### src/design/assert_macros.svh
// Assertion macros shared by the answer builder RTL.
// Included by the modules that carry concurrent checks; empty for synthesis.
`ifndef ASSERT_MACROS_SVH
`define ASSERT_MACROS_SVH
`ifndef SYNTHESIS
// Same-cycle implication, checked while out of reset.
`define ASSERT_SAME(lbl, clk, rst_n, ante, cons) \
    lbl: assert property (@(posedge clk) disable iff (!rst_n) (ante) |-> (cons)) \
        else $error("assertion failed");
// Next-cycle implication, checked while out of reset.
`define ASSERT_NEXT(lbl, clk, rst_n, ante, cons) \
    lbl: assert property (@(posedge clk) disable iff (!rst_n) (ante) |=> (cons)) \
        else $error("assertion failed");
`else
`define ASSERT_SAME(lbl, clk, rst_n, ante, cons)
`define ASSERT_NEXT(lbl, clk, rst_n, ante, cons)
`endif
`endif

### src/design/cdab_pkg.sv
// Shared types, constants and byte tables for the DNS answer builder.
// No dependencies; used by every module of the block.
package cdab_pkg;

    localparam int MAX_PACKET_DEF = 512;
    localparam int HEADER_LEN     = 12;
    localparam int ANSWER_LEN     = 16;
    localparam int MAX_RESULTS    = 30;
    localparam int LEN_W          = 10;
    localparam int IDX_W          = 9;
    localparam int QUEUE_DEPTH    = 4;
    localparam int QPTR_W         = $clog2(QUEUE_DEPTH);
    localparam int STEP_W         = $clog2(MAX_RESULTS + 1);
    localparam logic [31:0] ADDR_RESET = 32'hC0A8_0401;

    localparam logic [1:0] KIND_WRITE = 2'd0;
    localparam logic [1:0] KIND_SEND  = 2'd1;
    localparam logic [1:0] KIND_DROP  = 2'd2;

    localparam logic [7:0] FLAGS_HI = 8'h81;
    localparam logic [7:0] FLAGS_LO = 8'h80;

    // Work unit handed from the parser to the result generator.
    typedef struct packed {
        logic             has_write;
        logic [IDX_W-1:0] widx;
        logic [7:0]       wval;
        logic             has_end;
        logic             drop;
        logic             is_a;
        logic [15:0]      qid;
        logic [15:0]      qcnt;
        logic [LEN_W-1:0] qend;
    } t_cmd;

    // Fixed part of the type A answer: pointer, type, class, TTL, length.
    function automatic logic [7:0] answer_head(input logic [3:0] k);
        logic [7:0] v;
        case (k)
            4'd0:    v = 8'hC0;
            4'd1:    v = 8'h0C;
            4'd3:    v = 8'h01;
            4'd5:    v = 8'h01;
            4'd9:    v = 8'h3C;
            4'd11:   v = 8'h04;
            default: v = 8'h00;
        endcase
        return v;
    endfunction

endpackage

### src/design/cdab_front.sv
// Request parser: walks header, question name and type/class tail per byte.
// Depends on cdab_pkg; pushes commands into the queue.
module cdab_front (
    input  logic            i_clk,
    input  logic            i_rst_n,
    input  logic            i_valid,
    input  logic [7:0]      i_byte,
    input  logic            i_last,
    output logic            o_ready,
    input  logic            i_q_full,
    output logic            o_push,
    output cdab_pkg::t_cmd  o_cmd
);

    localparam int MAX_PACKET = cdab_pkg::MAX_PACKET_DEF;
    localparam int POS_W = $clog2(MAX_PACKET + 1);
    localparam int QE_W  = $clog2(MAX_PACKET + 21);

    typedef enum logic [1:0] {PH_HEADER, PH_NAME, PH_TAIL, PH_DONE} t_phase;

    t_phase            r_phase, n_phase;
    logic [15:0]       r_qid, n_qid;
    logic [15:0]       r_qcnt, n_qcnt;
    logic [POS_W-1:0]  r_pos, n_pos;
    logic [7:0]        r_lab, n_lab;
    logic [15:0]       r_qtype, n_qtype;
    logic [QE_W-1:0]   r_qend, n_qend;

    logic              accept;
    logic              in_range;
    logic [QE_W-1:0]   p_ext;
    logic              wr;
    logic              is_a;
    logic              drop;

    assign o_ready  = !i_q_full;
    assign accept   = i_valid && o_ready;
    assign in_range = (r_pos < POS_W'(MAX_PACKET));
    assign p_ext    = QE_W'(r_pos);

    always_comb begin
        n_phase = r_phase;
        n_qid   = r_qid;
        n_qcnt  = r_qcnt;
        n_pos   = r_pos;
        n_lab   = r_lab;
        n_qtype = r_qtype;
        n_qend  = r_qend;
        wr      = 1'b0;
        if (accept && in_range) begin
            case (r_phase)
                PH_HEADER: begin
                    if (r_pos == POS_W'(0)) n_qid[15:8] = i_byte;
                    else if (r_pos == POS_W'(1)) n_qid[7:0] = i_byte;
                    else if (r_pos == POS_W'(4)) n_qcnt[15:8] = i_byte;
                    else if (r_pos == POS_W'(5)) n_qcnt[7:0] = i_byte;
                    if (r_pos == POS_W'(cdab_pkg::HEADER_LEN - 1)) begin
                        n_phase = PH_NAME;
                        n_lab   = 8'd0;
                    end
                end
                PH_NAME: begin
                    wr = 1'b1;
                    if (r_lab != 8'd0) begin
                        n_lab = r_lab - 8'd1;
                    end else if (i_byte == 8'd0) begin
                        n_phase = PH_TAIL;
                        n_qend  = p_ext + QE_W'(5);
                    end else begin
                        n_lab = i_byte;
                    end
                end
                PH_TAIL: begin
                    wr = 1'b1;
                    if (p_ext + QE_W'(4) == r_qend) n_qtype[15:8] = i_byte;
                    else if (p_ext + QE_W'(3) == r_qend) n_qtype[7:0] = i_byte;
                    if (p_ext + QE_W'(1) == r_qend) n_phase = PH_DONE;
                end
                default: ;
            endcase
            n_pos = r_pos + POS_W'(1);
        end
    end

    assign is_a = (n_qtype == 16'd1);
    assign drop = (n_phase != PH_DONE) || (n_qcnt == 16'd0) ||
                  (is_a && (n_qend + QE_W'(cdab_pkg::ANSWER_LEN) > QE_W'(MAX_PACKET)));

    always_comb begin
        o_cmd.has_write = wr;
        o_cmd.widx      = cdab_pkg::IDX_W'(r_pos);
        o_cmd.wval      = i_byte;
        o_cmd.has_end   = i_last;
        o_cmd.drop      = drop;
        o_cmd.is_a      = is_a;
        o_cmd.qid       = n_qid;
        o_cmd.qcnt      = n_qcnt;
        o_cmd.qend      = cdab_pkg::LEN_W'(n_qend);
    end

    assign o_push = accept && (wr || i_last);

    always_ff @(posedge i_clk) begin
        if (!i_rst_n || (accept && i_last)) begin
            // Final byte returns the parser to its idle header state.
            r_phase <= PH_HEADER;
            r_qid   <= '0;
            r_qcnt  <= '0;
            r_pos   <= '0;
            r_lab   <= '0;
            r_qtype <= '0;
            r_qend  <= '0;
        end else begin
            r_phase <= n_phase;
            r_qid   <= n_qid;
            r_qcnt  <= n_qcnt;
            r_pos   <= n_pos;
            r_lab   <= n_lab;
            r_qtype <= n_qtype;
            r_qend  <= n_qend;
        end
    end

endmodule

### src/design/cdab_fifo.sv
// Small command queue between the parser and the result generator.
// Depends on cdab_pkg for the command type and depth.
`include "assert_macros.svh"
module cdab_fifo (
    input  logic            i_clk,
    input  logic            i_rst_n,
    input  logic            i_push,
    input  cdab_pkg::t_cmd  i_cmd,
    output logic            o_full,
    input  logic            i_pop,
    output logic            o_valid,
    output cdab_pkg::t_cmd  o_cmd
);

    localparam int CNT_W = $clog2(cdab_pkg::QUEUE_DEPTH + 1);

    cdab_pkg::t_cmd                  r_mem [cdab_pkg::QUEUE_DEPTH];
    logic [cdab_pkg::QPTR_W-1:0]     r_wptr;
    logic [cdab_pkg::QPTR_W-1:0]     r_rptr;
    logic [CNT_W-1:0]                r_count;

    assign o_full  = (r_count == CNT_W'(cdab_pkg::QUEUE_DEPTH));
    assign o_valid = (r_count != CNT_W'(0));
    assign o_cmd   = r_mem[r_rptr];

    always_ff @(posedge i_clk) begin
        if (i_push) r_mem[r_wptr] <= i_cmd;
    end

    always_ff @(posedge i_clk) begin
        if (!i_rst_n) begin
            r_wptr  <= '0;
            r_rptr  <= '0;
            r_count <= '0;
        end else begin
            if (i_push) r_wptr <= r_wptr + cdab_pkg::QPTR_W'(1);
            if (i_pop)  r_rptr <= r_rptr + cdab_pkg::QPTR_W'(1);
            case ({i_push, i_pop})
                2'b10:   r_count <= r_count + CNT_W'(1);
                2'b01:   r_count <= r_count - CNT_W'(1);
                default: r_count <= r_count;
            endcase
        end
    end

    `ASSERT_SAME(a_no_push_full, i_clk, i_rst_n, i_push, !o_full)
    `ASSERT_SAME(a_no_pop_empty, i_clk, i_rst_n, i_pop, o_valid)
    `ASSERT_SAME(a_count_bound, i_clk, i_rst_n, 1'b1, r_count <= CNT_W'(cdab_pkg::QUEUE_DEPTH))

endmodule

### src/design/cdab_back.sv
// Result generator: expands each command into write, send or drop results.
// Depends on cdab_pkg; drives the registered result stream.
`include "assert_macros.svh"
module cdab_back (
    input  logic                        i_clk,
    input  logic                        i_rst_n,
    input  logic                        i_cmd_valid,
    input  cdab_pkg::t_cmd              i_cmd,
    output logic                        o_pop,
    input  logic [31:0]                 i_addr,
    output logic                        o_valid,
    input  logic                        i_ready,
    output logic [1:0]                  o_kind,
    output logic [cdab_pkg::IDX_W-1:0]  o_idx,
    output logic [7:0]                  o_val,
    output logic [cdab_pkg::LEN_W-1:0]  o_len,
    output logic                        o_last
);

    localparam int SW = cdab_pkg::STEP_W;

    logic [SW-1:0]               r_step;
    logic                        r_valid;
    logic [1:0]                  r_kind;
    logic [cdab_pkg::IDX_W-1:0]  r_idx;
    logic [7:0]                  r_val;
    logic [cdab_pkg::LEN_W-1:0]  r_len;
    logic                        r_last;

    logic                        advance;
    logic                        load;
    logic [SW-1:0]               j;
    logic [SW-1:0]               k;
    logic [SW-1:0]               total;
    logic [1:0]                  it_kind;
    logic [cdab_pkg::IDX_W-1:0]  it_idx;
    logic [7:0]                  it_val;
    logic [cdab_pkg::LEN_W-1:0]  it_len;
    logic                        it_last;

    assign advance = !r_valid || i_ready;
    assign load    = advance && i_cmd_valid;
    assign o_pop   = load && it_last;

    assign j = r_step - SW'(i_cmd.has_write);
    assign k = j - SW'(cdab_pkg::HEADER_LEN);

    always_comb begin
        total = SW'(i_cmd.has_write);
        if (i_cmd.has_end) begin
            if (i_cmd.drop) total = total + SW'(1);
            else if (i_cmd.is_a)
                total = total + SW'(cdab_pkg::HEADER_LEN + cdab_pkg::ANSWER_LEN + 1);
            else total = total + SW'(cdab_pkg::HEADER_LEN + 1);
        end
    end

    assign it_last = (r_step == total - SW'(1));

    always_comb begin
        it_kind = cdab_pkg::KIND_WRITE;
        it_idx  = '0;
        it_val  = '0;
        it_len  = '0;
        if (i_cmd.has_write && r_step == SW'(0)) begin
            it_idx = i_cmd.widx;
            it_val = i_cmd.wval;
        end else if (i_cmd.drop) begin
            it_kind = cdab_pkg::KIND_DROP;
        end else if (j < SW'(cdab_pkg::HEADER_LEN)) begin
            it_idx = cdab_pkg::IDX_W'(j);
            case (j[3:0])
                4'd0:    it_val = i_cmd.qid[15:8];
                4'd1:    it_val = i_cmd.qid[7:0];
                4'd2:    it_val = cdab_pkg::FLAGS_HI;
                4'd3:    it_val = cdab_pkg::FLAGS_LO;
                4'd4:    it_val = i_cmd.qcnt[15:8];
                4'd5:    it_val = i_cmd.qcnt[7:0];
                4'd7:    it_val = {7'd0, i_cmd.is_a};
                default: it_val = 8'd0;
            endcase
        end else if (i_cmd.is_a && k < SW'(cdab_pkg::ANSWER_LEN)) begin
            it_idx = i_cmd.qend[cdab_pkg::IDX_W-1:0] + cdab_pkg::IDX_W'(k);
            if (k < SW'(12)) begin
                it_val = cdab_pkg::answer_head(k[3:0]);
            end else begin
                // Address goes out most significant byte first.
                case (k[1:0])
                    2'd0:    it_val = i_addr[31:24];
                    2'd1:    it_val = i_addr[23:16];
                    2'd2:    it_val = i_addr[15:8];
                    default: it_val = i_addr[7:0];
                endcase
            end
        end else begin
            it_kind = cdab_pkg::KIND_SEND;
            it_len  = i_cmd.is_a ? i_cmd.qend + cdab_pkg::LEN_W'(cdab_pkg::ANSWER_LEN)
                                 : i_cmd.qend;
        end
    end

    always_ff @(posedge i_clk) begin
        if (!i_rst_n) begin
            r_valid <= 1'b0;
            r_step  <= '0;
        end else if (advance) begin
            r_valid <= i_cmd_valid;
            if (load) r_step <= it_last ? SW'(0) : r_step + SW'(1);
        end
    end

    always_ff @(posedge i_clk) begin
        if (load) begin
            r_kind <= it_kind;
            r_idx  <= it_idx;
            r_val  <= it_val;
            r_len  <= it_len;
            r_last <= it_last;
        end
    end

    assign o_valid = r_valid;
    assign o_kind  = r_kind;
    assign o_idx   = r_idx;
    assign o_val   = r_val;
    assign o_len   = r_len;
    assign o_last  = r_last;

    `ASSERT_SAME(a_step_bound, i_clk, i_rst_n, 1'b1, r_step < SW'(cdab_pkg::MAX_RESULTS))
    `ASSERT_SAME(a_step_has_cmd, i_clk, i_rst_n, r_step != SW'(0), i_cmd_valid)
    `ASSERT_NEXT(a_step_restart, i_clk, i_rst_n, o_pop, r_step == SW'(0) && r_last)

endmodule

### src/design/captive_dns_answer_builder.sv
// Top level of the captive-portal DNS answer builder.
// Depends on cdab_pkg, cdab_front, cdab_fifo and cdab_back.
//
// Takes one DNS request byte per cycle on the slave stream; tlast marks the
// final byte. Question bytes come out as response writes as they arrive,
// passing through the command queue and the registered result stage. The
// final byte produces the header writes, the type A answer writes and a send
// result (up to 30 results), or a single drop result; the result generator
// emits one result per cycle while the output stream is ready. A four-entry
// command queue between the parser and the generator keeps input flowing
// during the result burst; the input stalls only when that queue is full.
// Bytes past the first 512 of a request are ignored. The user must write the
// answer address over the config channel only while the block is idle; the
// block itself does not enforce this, and takes the address every cycle.
module captive_dns_answer_builder (
    input  logic        i_clk,
    input  logic        i_rst_n,
    input  logic        s_axis_tvalid,
    output logic        s_axis_tready,
    input  logic [7:0]  s_axis_tdata,   // [7:0] data_byte
    input  logic        s_axis_tlast,   // last_byte
    output logic        m_axis_tvalid,
    input  logic        m_axis_tready,
    output logic [31:0] m_axis_tdata,   // [8:0] byte_index, [16:9] byte_value,
                                        // [26:17] send_length, [31:27] zero
    output logic [1:0]  m_axis_tuser,   // [1:0] result_kind
    output logic        m_axis_tlast,   // run_end
    input  logic        i_cfg_valid,
    output logic        o_cfg_ready,
    input  logic [31:0] i_cfg_data      // answer_address
);

    cdab_pkg::t_cmd                   push_cmd;
    cdab_pkg::t_cmd                   head_cmd;
    logic                             push;
    logic                             pop;
    logic                             q_full;
    logic                             q_valid;
    logic [31:0]                      r_addr;
    logic [cdab_pkg::IDX_W-1:0]       res_idx;
    logic [7:0]                       res_val;
    logic [cdab_pkg::LEN_W-1:0]       res_len;

    assign o_cfg_ready = 1'b1;

    always_ff @(posedge i_clk) begin
        if (!i_rst_n) begin
            r_addr <= cdab_pkg::ADDR_RESET;
        end else if (i_cfg_valid) begin
            r_addr <= i_cfg_data;
        end
    end

    cdab_front u_front (
        .i_clk    (i_clk),
        .i_rst_n  (i_rst_n),
        .i_valid  (s_axis_tvalid),
        .i_byte   (s_axis_tdata),
        .i_last   (s_axis_tlast),
        .o_ready  (s_axis_tready),
        .i_q_full (q_full),
        .o_push   (push),
        .o_cmd    (push_cmd)
    );

    cdab_fifo u_fifo (
        .i_clk   (i_clk),
        .i_rst_n (i_rst_n),
        .i_push  (push),
        .i_cmd   (push_cmd),
        .o_full  (q_full),
        .i_pop   (pop),
        .o_valid (q_valid),
        .o_cmd   (head_cmd)
    );

    cdab_back u_back (
        .i_clk       (i_clk),
        .i_rst_n     (i_rst_n),
        .i_cmd_valid (q_valid),
        .i_cmd       (head_cmd),
        .o_pop       (pop),
        .i_addr      (r_addr),
        .o_valid     (m_axis_tvalid),
        .i_ready     (m_axis_tready),
        .o_kind      (m_axis_tuser),
        .o_idx       (res_idx),
        .o_val       (res_val),
        .o_len       (res_len),
        .o_last      (m_axis_tlast)
    );

    assign m_axis_tdata = {5'd0, res_len, res_val, res_idx};

endmodule
### config.mk
export PLATFORM = sky130hd
export DESIGN_NAME = captive_dns_answer_builder
export DESIGN_NICKNAME = d
export VERILOG_FILES = /design/src/design/cdab_pkg.sv /design/src/design/cdab_front.sv /design/src/design/cdab_fifo.sv /design/src/design/cdab_back.sv /design/src/design/captive_dns_answer_builder.sv
export VERILOG_INCLUDE_DIRS = /design/src /design/src/design
export SDC_FILE = /design/constraint.sdc
export NUM_CORES = 1
export LEC_CHECK = 0
export ABC_AREA = 1
export BUFFER_PORTS_ARGS = -buffer_cell sky130_fd_sc_hd__buf_2
export CAP_MARGIN = 20
export CORE_UTILIZATION = 50
export DETAILED_ROUTE_END_ITERATION = 16
export PLACE_DENSITY = 0.67
export REMOVE_ABC_BUFFERS = 1
export SLEW_MARGIN = 10
export SYNTH_ARGS = -nofsm -noshare
export SYNTH_HDL_FRONTEND = slang
export SYNTH_SLANG_ARGS = --single-unit
### constraint.sdc
create_clock -name i_clk -period 6.71 [get_ports i_clk]
set_input_delay 0 -clock i_clk [delete_from_list [all_inputs] [get_ports i_clk]]
set_output_delay 0 -clock i_clk [all_outputs]
set_load 0.02 [all_outputs]
==> out/metrics.csv <==
metric,value,unit
hold_ws,0.0472,ns
register area,11000,um2
vias in the first global route,14163,
final hold vios,0,
Root Driver,clkbuf_16,
Post-CTS Setup Inserts,0,
period utilization,67.8,%
Core Area,36500,um2
worst hold path startpoint,i_cfg_valid,
Clock Sinks,407,
post-synthesis compound-gate area fraction,12.0,%
worst skew pair latency,0.56,ns
top-area cell type share of the netlist area,45.6,%
die area,37900,um2
I/O Buffers,77,
clk slew on worst S/H paths,0.06,ns
TritonCTS clock tree,yes,
diode count,0,
Final min period,4.55,ns
HPWL Detailed,29.6,mm
Max Fclk,220,MHz
status,completed,
Longest Clk Path Bufs,3,
crit path kind,reg2reg,
slack of the worst reg-to-reg path,2.16,ns
Power per Cell Area,356,nW/um2
Post-synth EDFFs,282,
final setup violation count,0,
largest net degree at the start of global routing,93,
share of layout cells above drive strength 1,10.4,%
max-capacitance violation count,0,
"area leader, netlist",edfxtp_1,
gr usage total,25.5,%
Worst EP arrival,4.86,ns
Die W,195,um
first-pass GRT wire length,75.6,mm
share of flip-flops with an asynchronous set or reset,0,%
area of the multi-input gates,6570,um2
most common library cells after synthesis,"nand2_1, edfxtp_1, nor2_1",
initial drt markers,1117,
# IOs,84,
Synth Area in Adders,2.51,%
Crit Path Max Fanout,38,
synth warn,0,
fillcell total,3063,
top-count cell post-synth,nand2_1,
DRC viols,0,
Worst VDD drop,261,uV
Post-Synth XOR/XNOR Area,1.32,%
Initial Util,50.8,%
routed vias/inst,5.44,
Placed Area,19300,um2
total CTS buffers,43,
post-placement cell count,2477,
register bit total from synthesis,407,
ys flop type,edfxtp_1,
Overflow after GRT,0,
Routed WL,47.6,mm
Fin Setup TNS,0,ns
H-tree Lvls,2,
DR WL/cell,18.0,um
Hold Path Class,in2reg,
Top Family by Delay on Critical Path,adder cells,
Post-Syn Instances,1995,
startpoint types,flip-flop,
P&R area growth vs syn,16.3,%
largest family of logic cells by synthesized area,simple AND/OR/NAND/NOR gates,
Site Rows,70,
Syn Area/Cell,9.30,um2
CTS Hold Buffers Added,80,
post-cts sizing count,0,
Final Net Count,2216,
data required time of the worst path,7.02,ns
antenna violation net count after detailed routing,0,
Finished Layout Cells,2636,
max incr delay on CP,0.59,ns
Max-slew headroom,31.2,%
via count,14334,
die height,195,um
post-synthesis mux area share,0,%
Synth Cell Area,18600,um2
first drt pass iteration count,5,
GP Congestion,0.938,
post-synthesis simple-gate area fraction,19.2,%
"Design Area, Final",21600,um2
register area share after synthesis,59.1,%
"Slew Viols, Final",0,
crit-path cells,"clkinv_2, nand2_1, nand3_1, nand2_1, inv_1, ha_1, ha_1, xnor2_1, inv_1, ha_1, inv_1, xor2_1, inv_1, ha_1, a21boi_0, nor2_1, nor2_1, nand3_1, a22o_1",
final core occ,59.1,%
initial antenna violation count,3,
Worst Setup End Kind,flip-flop,
ranking of synthesized cells by area,"edfxtp_1, dfxtp_1, nand2_1",
RSZ-0062 raised after global routing,no,
post-synth cell types,50,
worst slew pin tran,1.03,ns
CP Buf/Inv Count,5,
Setup Skew,0.0163,ns
CP max-delay cell,dfxtp_4,
static leakage,8.86,nW
## worst reg2reg max path, cell delays in order (launching register included)
cell	delay, ns
dfxtp_4	0.59
clkinv_2	0.51
nand2_1	0.19
nand3_1	0.09
nand2_1	0.12
inv_1	0.08
ha_1	0.20
ha_1	0.20
xnor2_1	0.31
inv_1	0.20
ha_1	0.24
inv_1	0.06
xor2_1	0.23
inv_1	0.08
ha_1	0.31
a21boi_0	0.26
nor2_1	0.09
nor2_1	0.19
nand3_1	0.10
a22o_1	0.23
## placed cells by master, fill, tap and decap left out, types with 5 or more instances in the layout
master	n
inv_2	12
nand2_1	411
nor3_1	12
a21oi_1	104
nor2_4	8
or2_2	9
nand2_2	10
dfxtp_1	123
xor2_1	25
nand4_1	15
clkinv_1	7
buf_4	14
a221oi_1	6
nand3_1	84
nor2_2	15
buf_2	77
o31ai_1	5
clkinv_2	8
conb_1	6
a211oi_1	14
nor2_1	273
edfxtp_1	282
o211ai_1	12
o21ai_0	183
dlygate4sd3_1	80
ha_1	34
clkbuf_1	8
clkbuf_16	46
inv_1	176
o22ai_1	46
a32oi_1	5
o21ai_1	7
## final cells by class
| cell class | instances | share of cell area [%] |
|---|---|---|
| multi-input combinational | 1320 | 30.4 |
| sequential | 407 | 50.8 |
| clock buffer | 60 | 5.77 |
| timing repair buffer | 171 | 5.98 |
| tap | 468 | 2.71 |
| clock inverter | 19 | 0.933 |
| inverter | 191 | 3.33 |
## metrics by stage
stage	setup WS (ns)	total power, mW
after floorplan	0.273	4.51
after global placement	2.38	5.20
after detailed placement	2.24	5.24
after CTS	2.19	7.71
after global routing	1.73	8.07
final	2.16	7.68
## where the power goes
part | leakage (nW) | switching (mW) | internal (mW)
clock network | 0.715 | 0.963 | 1.45
registers | 3.65 | 0.113 | 2.95
logic | 4.50 | 1.57 | 0.630
## logic make-up (layout without fill, tap and decap cells)
kind of cell	count (synthesis)	count (layout)
and+or+nand+nor	853	853
buffers and inverters	272	441
xor gates and xnor gates	28	28
DFF	407	407
adders and majority gates	36	36
other	2	6
AOI/OAI and AO/OA	397	397
## registers in the layout, summed over array words and instances (netlist names), 8 cells and up, named ones only
name	count
u_fifo.r_mem	252
u_front.r_qtype	16
u_front.p_ext	10
u_front.r_lab	8
u_front.r_qid	16
u_back.o_len	10
u_back.o_val	8
r_addr	32
u_front.r_qcnt	16
u_back.o_idx	9
u_front.r_qend	10
## per-layer routing
metal / global-route usage [%] / share of wire [%] / vias up
met5: 0 / 0.092 / -
met4: 11.2 / 3.7 / 6
met3: 5.26 / 7.1 / 118
met2: 40.7 / 46 / 475
met1: 33.6 / 43 / 6711
li1: - / - / 7024
## final timing paths
check                    endpoint  cells past startpoint
hold reg to reg        r_addr[18]                      2
hold / removal         r_addr[12]                      3
setup reg to reg  u_back.o_idx[8]                     19
setup / recovery  u_back.o_idx[8]                     19
No activity file was read; power rests on OpenSTA's default activity.
